$ cat config.mk
export PLATFORM = sky130hd
export DESIGN_NAME = rosenbrock_evaluator
export DESIGN_NICKNAME = d
export VERILOG_FILES = /design/src/rtl/core/rbe_pkg.sv /design/src/rtl/core/rosenbrock_evaluator.sv /design/src/rtl/core/rbe_seq.sv
export SDC_FILE = /design/constraint.sdc
export NUM_CORES = 2
export LEC_CHECK = 0
export BUFFER_PORTS_ARGS = -buffer_cell sky130_fd_sc_hd__buf_2
export CAP_MARGIN = 20
export CORE_MARGIN = 3
export CORE_UTILIZATION = 25
export DETAILED_ROUTE_END_ITERATION = 10
export PLACE_DENSITY = 0.4
export SYNTH_ARGS = -nofsm -noshare
export SYNTH_HDL_FRONTEND = slang
export SYNTH_HIERARCHICAL = 1
export SYNTH_SLANG_ARGS = --single-unit
$ cat constraint.sdc
create_clock -name clk -period 20.9 [get_ports clk]
set_input_delay 4.18 -clock clk [delete_from_list [all_inputs] [get_ports clk]]
set_output_delay 4.18 -clock clk [all_outputs]
set_load 0.1 [all_outputs]
$ cat src/rtl/core/rbe_pkg.sv
// rbe_pkg: shared types, constants and the control program of the Rosenbrock evaluator.
// Used by rbe_seq (step sequencer) and rosenbrock_evaluator (datapath, top level).
// No dependencies.
package rbe_pkg;

  // Number format
  localparam int FRAC_BITS        = 11;
  localparam int SAMPLE_WIDTH_DEF = 16;
  localparam int VALUE_W          = 63;
  localparam int OUT_TDATA_W      = 64;
  localparam int SCALE            = 100;

  // Datapath widths: one MUL_W x MUL_W multiplier, difference magnitude kept to DMAG_W bits.
  // Any |x*2^11 - p^2| of 2^40 or more drives the scaled term past the maximum anyway.
  localparam int MUL_W  = 32;
  localparam int PROD_W = 2 * MUL_W;
  localparam int DMAG_W = 40;
  localparam int SQ_W   = 2 * DMAG_W;
  localparam int AQ_W   = SQ_W - 2 * FRAC_BITS;
  localparam int PC_W   = 3;

  localparam logic [VALUE_W-1:0] VALUE_MAX = '1;
  // Largest square that can still be scaled without saturating
  localparam logic [VALUE_W-1:0] A_LIMIT   = VALUE_MAX / SCALE;
  localparam logic signed [63:0] ONE_Q     = 64'sd1 <<< FRAC_BITS;

  typedef logic [PC_W-1:0] pc_t;

  // Multiplier operand sources
  typedef enum logic [1:0] {
    OP_PMAG,
    OP_EMAG,
    OP_DLO,
    OP_DHI
  } mul_op_t;

  // Square accumulator operations
  typedef enum logic [1:0] {
    ACC_HOLD,
    ACC_LOAD,
    ACC_MID,
    ACC_HI
  } acc_op_t;

  // Jump conditions
  typedef enum logic [1:0] {
    JC_NONE,
    JC_FIRST,
    JC_DHI_ZERO
  } jump_t;

  typedef struct packed {
    mul_op_t op_a;
    mul_op_t op_b;
    acc_op_t acc;
    logic    ld_d;
    logic    ld_b;
    logic    ld_a;
    logic    fin;
    jump_t   jmp;
    pc_t     target;
  } ctrl_t;

  // Sequencer inputs from the datapath
  typedef struct packed {
    logic start;
    logic hold;
    logic first;
    logic dhi_zero;
  } seq_in_t;

  // Step addresses
  localparam pc_t PC_SQ_P   = 3'd0;
  localparam pc_t PC_DIFF   = 3'd1;
  localparam pc_t PC_SQ_LO  = 3'd2;
  localparam pc_t PC_SQ_MID = 3'd3;
  localparam pc_t PC_SQ_HI  = 3'd4;
  localparam pc_t PC_ACC_HI = 3'd5;
  localparam pc_t PC_SCALE  = 3'd6;
  localparam pc_t PC_FIN    = 3'd7;

  localparam ctrl_t CTRL_NOP = '{
    op_a: OP_PMAG, op_b: OP_PMAG, acc: ACC_HOLD, ld_d: 1'b0, ld_b: 1'b0,
    ld_a: 1'b0, fin: 1'b0, jmp: JC_NONE, target: PC_SQ_P
  };

  // Control store: one word per step
  function automatic ctrl_t ucode(input pc_t pc);
    ctrl_t c;
    c = CTRL_NOP;
    case (pc)
      PC_SQ_P: begin        // p^2; first element of a vector has no term
        c.op_a   = OP_PMAG;
        c.op_b   = OP_PMAG;
        c.jmp    = JC_FIRST;
        c.target = PC_FIN;
      end
      PC_DIFF: begin        // d = x*2^11 - p^2; (p-1)^2
        c.ld_d = 1'b1;
        c.op_a = OP_EMAG;
        c.op_b = OP_EMAG;
      end
      PC_SQ_LO: begin       // keep (p-1)^2; dlo^2
        c.ld_b = 1'b1;
        c.op_a = OP_DLO;
        c.op_b = OP_DLO;
      end
      PC_SQ_MID: begin      // load dlo^2; dlo*dhi; skip upper part when dhi is zero
        c.acc    = ACC_LOAD;
        c.op_a   = OP_DLO;
        c.op_b   = OP_DHI;
        c.jmp    = JC_DHI_ZERO;
        c.target = PC_SCALE;
      end
      PC_SQ_HI: begin       // add 2*dlo*dhi; dhi^2
        c.acc  = ACC_MID;
        c.op_a = OP_DHI;
        c.op_b = OP_DHI;
      end
      PC_ACC_HI: begin      // add dhi^2
        c.acc = ACC_HI;
      end
      PC_SCALE: begin       // 100 * (d^2 >> 22), saturated
        c.ld_a = 1'b1;
      end
      PC_FIN: begin         // sum update, result, state update
        c.fin = 1'b1;
      end
      default: c = CTRL_NOP;
    endcase
    return c;
  endfunction

endpackage

$ cat src/rtl/core/rosenbrock_evaluator.sv
// rosenbrock_evaluator: top level, fixed-point Rosenbrock function over a stream of variables.
// Depends on rbe_pkg and rbe_seq.
//
// Usage:
//   Input beats carry one signed variable each (11 fraction bits) in in_tdata; in_tlast
//   marks the last variable of a vector. For each variable after the first, with p the
//   one before it, 100*(x - p^2)^2 + (p - 1)^2 is added to a saturating running sum.
//   The last variable produces one output beat: out_tdata holds the value (22 fraction
//   bits, held at 2^63-1 on overflow) and out_tuser the status (1 when the vector had
//   a single variable, value then 2^63-1). Vector state is cleared after each result.
// Timing:
//   One 32x32 multiplier is shared by a microcoded sequence. A variable runs the steps
//   p^2, difference, low square, mid product, scale and finish, plus the upper square
//   steps when |x*2^11 - p^2| reaches 2^32 (only at SAMPLE_WIDTH above 16); the first
//   variable of a vector runs only p^2 and finish. The next beat is accepted in the
//   finish cycle of the current one. The result shows on out_tvalid the cycle after finish.
// Reset and stalls:
//   rst_n (synchronous, active low) clears the sequencer, vector state and out_tvalid.
//   One result waits in the output register while later variables keep coming in; a
//   second result waits in its finish step until the first is taken, holding in_tready.
module rosenbrock_evaluator #(
  parameter int SAMPLE_WIDTH = rbe_pkg::SAMPLE_WIDTH_DEF
) (
  input  logic                                clk,
  input  logic                                rst_n,
  // input channel
  input  logic                                in_tvalid,
  output logic                                in_tready,
  input  logic [((SAMPLE_WIDTH+7)/8)*8-1:0]   in_tdata,   // [SAMPLE_WIDTH-1:0] x_value
  input  logic                                in_tlast,   // last
  // result channel
  output logic                                out_tvalid,
  input  logic                                out_tready,
  output logic [rbe_pkg::OUT_TDATA_W-1:0]     out_tdata,  // [62:0] value
  output logic [0:0]                          out_tuser   // [0] status
);
  import rbe_pkg::*;

  // Sequencer
  seq_in_t sin;
  ctrl_t   ctrl;
  logic    busy;

  rbe_seq u_seq (
    .clk  (clk),
    .rst_n(rst_n),
    .sin  (sin),
    .busy (busy),
    .ctrl (ctrl)
  );

  // Registers
  logic signed [SAMPLE_WIDTH-1:0] x_r, prev_r, prev_nxt;
  logic                           last_r;
  logic [1:0]                     count_r, count_nxt;
  logic [VALUE_W-1:0]             sum_r, sum_nxt;
  logic [PROD_W-1:0]              prod_r;
  logic [DMAG_W-1:0]              d_r;
  logic                           dsat_r;
  logic [SQ_W-1:0]                sq_r, sq_nxt;
  logic [VALUE_W-1:0]             a_r, b_r;
  logic                           out_valid_r, out_valid_nxt;
  logic [VALUE_W-1:0]             out_value_r;
  logic                           out_status_r;

  // Combinational values
  logic signed [63:0]  p_ext, x_ext, e_diff, d_full;
  logic [63:0]         pmag, emag, dmag;
  logic [MUL_W-1:0]    mul_a, mul_b;
  logic [PROD_W-1:0]   product;
  logic [AQ_W-1:0]     a_q;
  logic [VALUE_W-1:0]  a_scaled, b_sat, new_sum;
  logic [VALUE_W+1:0]  total;
  logic                start, hold, emit, dhi_zero;

  function automatic logic [MUL_W-1:0] operand(input mul_op_t op, input logic [63:0] pm,
                                               input logic [63:0] em,
                                               input logic [DMAG_W-1:0] d);
    logic [MUL_W-1:0] v;
    case (op)
      OP_PMAG: v = pm[MUL_W-1:0];
      OP_EMAG: v = em[MUL_W-1:0];
      OP_DLO:  v = d[MUL_W-1:0];
      OP_DHI:  v = MUL_W'(d[DMAG_W-1:MUL_W]);
      default: v = '0;
    endcase
    return v;
  endfunction

  // Handshake and sequencer conditions
  assign dhi_zero     = (d_r[DMAG_W-1:MUL_W] == '0);
  assign emit         = ctrl.fin && last_r;
  assign hold         = emit && out_valid_r && !out_tready;
  assign in_tready    = !busy || (ctrl.fin && !hold);
  assign start        = in_tvalid && in_tready;
  assign sin.start    = start;
  assign sin.hold     = hold;
  assign sin.first    = (count_r == 2'd0);
  assign sin.dhi_zero = dhi_zero;

  // Magnitudes of p, p - 1 and the difference x*2^11 - p^2
  always_comb begin
    p_ext  = 64'(prev_r);
    x_ext  = 64'(x_r);
    pmag   = p_ext[63] ? 64'(-p_ext) : 64'(p_ext);
    e_diff = p_ext - ONE_Q;
    emag   = e_diff[63] ? 64'(-e_diff) : 64'(e_diff);
    d_full = (x_ext <<< FRAC_BITS) - signed'(prod_r);
    dmag   = d_full[63] ? 64'(-d_full) : 64'(d_full);
  end

  // Shared multiplier
  always_comb begin
    mul_a   = operand(ctrl.op_a, pmag, emag, d_r);
    mul_b   = operand(ctrl.op_b, pmag, emag, d_r);
    product = PROD_W'(mul_a) * PROD_W'(mul_b);
  end

  // Square accumulator: dlo^2 + 2*dlo*dhi*2^32 + dhi^2*2^64
  always_comb begin
    case (ctrl.acc)
      ACC_LOAD: sq_nxt = SQ_W'(prod_r);
      ACC_MID:  sq_nxt = sq_r + (SQ_W'(prod_r) << (MUL_W + 1));
      ACC_HI:   sq_nxt = sq_r + (SQ_W'(prod_r) << (2 * MUL_W));
      default:  sq_nxt = sq_r;
    endcase
  end

  // Scale by 100 as shifts (64 + 32 + 4), saturating
  always_comb begin
    a_q = sq_r[SQ_W-1:2*FRAC_BITS];
    if (dsat_r || (VALUE_W'(a_q) > A_LIMIT)) begin
      a_scaled = VALUE_MAX;
    end else begin
      a_scaled = (VALUE_W'(a_q) << 6) + (VALUE_W'(a_q) << 5) + (VALUE_W'(a_q) << 2);
    end
    b_sat = prod_r[PROD_W-1] ? VALUE_MAX : prod_r[VALUE_W-1:0];
  end

  // Running sum with both terms, saturating
  always_comb begin
    total   = (VALUE_W+2)'(sum_r) + (VALUE_W+2)'(a_r) + (VALUE_W+2)'(b_r);
    new_sum = (total > (VALUE_W+2)'(VALUE_MAX)) ? VALUE_MAX : total[VALUE_W-1:0];
  end

  // Vector state and output register next values
  always_comb begin
    prev_nxt      = prev_r;
    count_nxt     = count_r;
    sum_nxt       = sum_r;
    out_valid_nxt = out_valid_r;
    if (out_tready) out_valid_nxt = 1'b0;
    if (ctrl.fin && !hold) begin
      if (last_r) begin
        prev_nxt      = '0;
        count_nxt     = 2'd0;
        sum_nxt       = '0;
        out_valid_nxt = 1'b1;
      end else begin
        prev_nxt  = x_r;
        count_nxt = (count_r == 2'd2) ? 2'd2 : count_r + 2'd1;
        if (count_r != 2'd0) sum_nxt = new_sum;
      end
    end
  end

  // Control and vector state
  always_ff @(posedge clk) begin
    if (!rst_n) begin
      prev_r      <= '0;
      count_r     <= 2'd0;
      sum_r       <= '0;
      out_valid_r <= 1'b0;
    end else begin
      prev_r      <= prev_nxt;
      count_r     <= count_nxt;
      sum_r       <= sum_nxt;
      out_valid_r <= out_valid_nxt;
    end
  end

  // Datapath payload
  always_ff @(posedge clk) begin
    if (start) begin
      x_r    <= signed'(in_tdata[SAMPLE_WIDTH-1:0]);
      last_r <= in_tlast;
    end
    prod_r <= product;
    sq_r   <= sq_nxt;
    if (ctrl.ld_d) begin
      d_r    <= dmag[DMAG_W-1:0];
      dsat_r <= (dmag[63:DMAG_W] != '0);
    end
    if (ctrl.ld_b) b_r <= b_sat;
    if (ctrl.ld_a) a_r <= a_scaled;
    if (emit && !hold) begin
      out_value_r  <= (count_r == 2'd0) ? VALUE_MAX : new_sum;
      out_status_r <= (count_r == 2'd0);
    end
  end

  assign out_tvalid   = out_valid_r;
  assign out_tdata    = OUT_TDATA_W'(out_value_r);
  assign out_tuser[0] = out_status_r;

  // Checks
  a_err_max: assert property (@(posedge clk) disable iff (!rst_n)
    out_tvalid && out_tuser[0] |-> out_tdata[VALUE_W-1:0] == VALUE_MAX)
    else $error("error status without maximum value");

  a_count: assert property (@(posedge clk) disable iff (!rst_n)
    count_r != 2'd3)
    else $error("element count past two");

  a_mid_skip: assert property (@(posedge clk) disable iff (!rst_n)
    ctrl.acc == ACC_MID |-> !dhi_zero)
    else $error("upper square steps run with a zero upper difference");

  a_accept_busy: assert property (@(posedge clk) disable iff (!rst_n)
    start && busy |-> ctrl.fin && !hold)
    else $error("beat accepted in the middle of a sequence");

endmodule

$ cat src/rtl/core/rbe_seq.sv
// rbe_seq: step counter and control store walker for the Rosenbrock evaluator.
// Depends on rbe_pkg (ctrl_t, seq_in_t, ucode).
module rbe_seq (
  input  logic            clk,
  input  logic            rst_n,
  input  rbe_pkg::seq_in_t sin,
  output logic            busy,
  output rbe_pkg::ctrl_t  ctrl
);
  import rbe_pkg::*;

  logic  busy_r, busy_nxt;
  pc_t   pc_r, pc_nxt;
  ctrl_t word;
  logic  taken;

  // Current control word
  always_comb word = ucode(pc_r);

  // Jump condition
  always_comb begin
    case (word.jmp)
      JC_FIRST:    taken = sin.first;
      JC_DHI_ZERO: taken = sin.dhi_zero;
      default:     taken = 1'b0;
    endcase
  end

  // Next step; a new beat may start in the finish step
  always_comb begin
    busy_nxt = busy_r;
    pc_nxt   = pc_r;
    if (!busy_r) begin
      if (sin.start) begin
        busy_nxt = 1'b1;
        pc_nxt   = PC_SQ_P;
      end
    end else if (!sin.hold) begin
      if (word.fin) begin
        busy_nxt = sin.start;
        pc_nxt   = PC_SQ_P;
      end else if (taken) begin
        pc_nxt = word.target;
      end else begin
        pc_nxt = pc_r + PC_W'(1);
      end
    end
  end

  always_ff @(posedge clk) begin
    if (!rst_n) begin
      busy_r <= 1'b0;
      pc_r   <= PC_SQ_P;
    end else begin
      busy_r <= busy_nxt;
      pc_r   <= pc_nxt;
    end
  end

  assign busy = busy_r;
  assign ctrl = busy_r ? word : CTRL_NOP;

endmodule

==> key figures <==
Clock tree
  • Clk sinks: around 460
  • Post-cts sizing count: 0
  • CTS tree: yes
  • H-tree levels: 2
  • Clk_lat worst skew: ~0.69 ns
  • Cts bufs inserted: between 50 and 60
  • Clock-pin slew on the worst setup and hold paths: ~0.060 ns
  • Post-CTS setup buffers: 0
  • # hold bufs at CTS: 0
  • CTS root buf: clkbuf_16
  • CTS max path bufs: 3

Pwr
  • Pwr dens: 53.3 mW/mm²
  • Peak supply drop: about 63 µV
  • Leakage: 34.1 nW
  • Power, Total: between 0.003 and 0.004 W

Critical path
  • CP Capture Type: flop
  • WP buf/inv: 7
  • Critical Path RT: between 20 and 25 ns
  • Worst-path maximum fanout: 10
  • CP Class: flop to flop
  • Worst Path Arrival: between 10 and 15 ns
  • CP dominant cell by count: fa_1
  • Top delay family on crit path: adder cells
  • Startpoint class of the critical path: flop
  • Reg2Reg Depth: 42
  • Slowest CP cell: o32ai_2
  • Stages on worst setup path: 42
  • CP max stage delay: ~0.8 ns

Status
  • Status: finished, final reports clean

Floorplan
  • Die Ht: between 500 and 600 µm
  • FP Rows: roughly 190
  • CORE AREA: 0.266 mm²
  • Initial Util: 0.252
  • Die W: between 500 and 600 µm
  • Num ports: slightly below 90
  • Die area: 0.274 mm²

Cells and area
  • Share of cells above drive strength 1: 0.0651
  • Non-filler cells, final: between 10000 and 15000
  • Layout area overhead: 10.5%
  • Final nets: between 9000 and 10000
  • Final instance area: about 0.074 mm²

Placed design
  • Placed cell count: 10900
  • # port buffers: 86
  • Final GP Congestion: around 0.89
  • Post-DP Area: 0.0719 mm²
  • Hpwl dp: roughly 200000 µm

Timing
  • Min Hold Slack: roughly 0.53 ns
  • Layout Skew: around 0.044 ns
  • Fin. Hold Viols: 0
  • Slew Limit Headroom: 0.243
  • Final setup viols: 0
  • Final min period: 12.70 ns
  • Pins Over Slew Limit: 0
  • Setup TNS: 0 ns
  • Max Clk Rate: about 79 MHz
  • RSZ-0062 raised after global routing: false
  • Tcrit/Tclk final: 0.608
  • Worst Tran Pin Value: between 1 and 1.5 ns

Drt
  • Via/cell ratio: ~4.7
  • DRT antenna net count: 0
  • Via Count: roughly 52000
  • TritonRoute pass-1 iters: 6
  • WL per Instance: 23.0 µm
  • First DRT Iteration DRCs: about 3600
  • Remaining routing DRC violations: 0
  • Routed Wire Length: about 250000 µm

Global route
  • Vias in the first global route: about 55000
  • Gr ovfl total: 0
  • Largest net degree at the start of global routing: 86
  • First-pass GRT wire length: ~370000 µm
  • Initial antenna violation count: 15
  • Total global-route track usage: 0.183

Worst hold path
  • Hold Crit Class: flop to flop
  • Hold path depth: 1

Run
  • Max_cap viols: 0

Synth
  • Mapped cell area: around 0.067 mm²
  • Mapped Avg Cell Area: around 9 µm²
  • Cells after synthesis: around 7500
  • Synth Net Count: between 9000 and 10000
  • Synth Warn #: 6
-- sequential cells by signal, indices dropped and copies added (netlist names) --
name and flops:
prev_r 16, last_r 1, d_r 40, out_tuser 1, b_r 63, sum_r 63, u_seq/pc_r 3, dsat_r 1
out_tvalid 1, u_seq/busy 1, a_r 62, prod_r 64, x_r 16, out_value_r 63, sq_r 58, count_r 2
-- routing by layer --
layer	track usage	routed length, µm	share of wire
met1	0.252	116000	0.46
met2	0.307	119000	0.47
met3	0.0172	10900	0.043
met4	0.0479	7270	0.029
met5	0	13	0.000051
-- power breakdown --
part	internal, W	total [W]	switching [W]
clock	0.000617	0.00107	0.000453
combinational	0.000561	0.00173	0.00117
sequential	0.00103	0.00114	0.000112
total	0.00221	0.00394	0.00173
-- final timing paths --
| path | from | end | slack (ns) |
|---|---|---|---|
| worst min register to register | prod_r[62] | b_r[62] | 0.53 |
| worst max-delay path | prev_r[0] | prod_r[57] | 8.20 |
| worst min-delay path | prod_r[62] | b_r[62] | 0.53 |
| worst max register to register | prev_r[0] | prod_r[57] | 8.20 |
-- placed cells by master (no fill, tap or decap), types with 69 or more instances in the layout --
cell,n
inv_1,1232
fa_1,1017
nand2_1,991
nor2_1,671
ha_1,557
a21oi_1,341
edfxtp_1,305
a21o_1,281
xnor2_1,204
o21ai_0,175
dfxtp_1,149
buf_4,136
xor2_1,120
buf_2,86
or2_2,82
nand3_1,81
nor2b_1,69
-- layout make-up --
type / count / area, µm²
multi-input combinational: 5441 / 49200
antenna: 5 / 12.5
fill: 28500 / 192000
tap: 3533 / 4420
inverter: 1234 / 4630
clock buffer: 68 / 1560
clock inverter: 42 / 474
timing repair buffer: 226 / 1510
sequential: 455 / 12200
-- metrics by stage --
stage,setup slack (ns),utilization
after floorplan,9.89,-
after global placement,8.37,0.270
after detailed placement,8.32,0.270
after CTS,8.27,0.278
after global routing,7.61,0.278
final,8.20,0.278
Power figures use the tool's default switching activity.
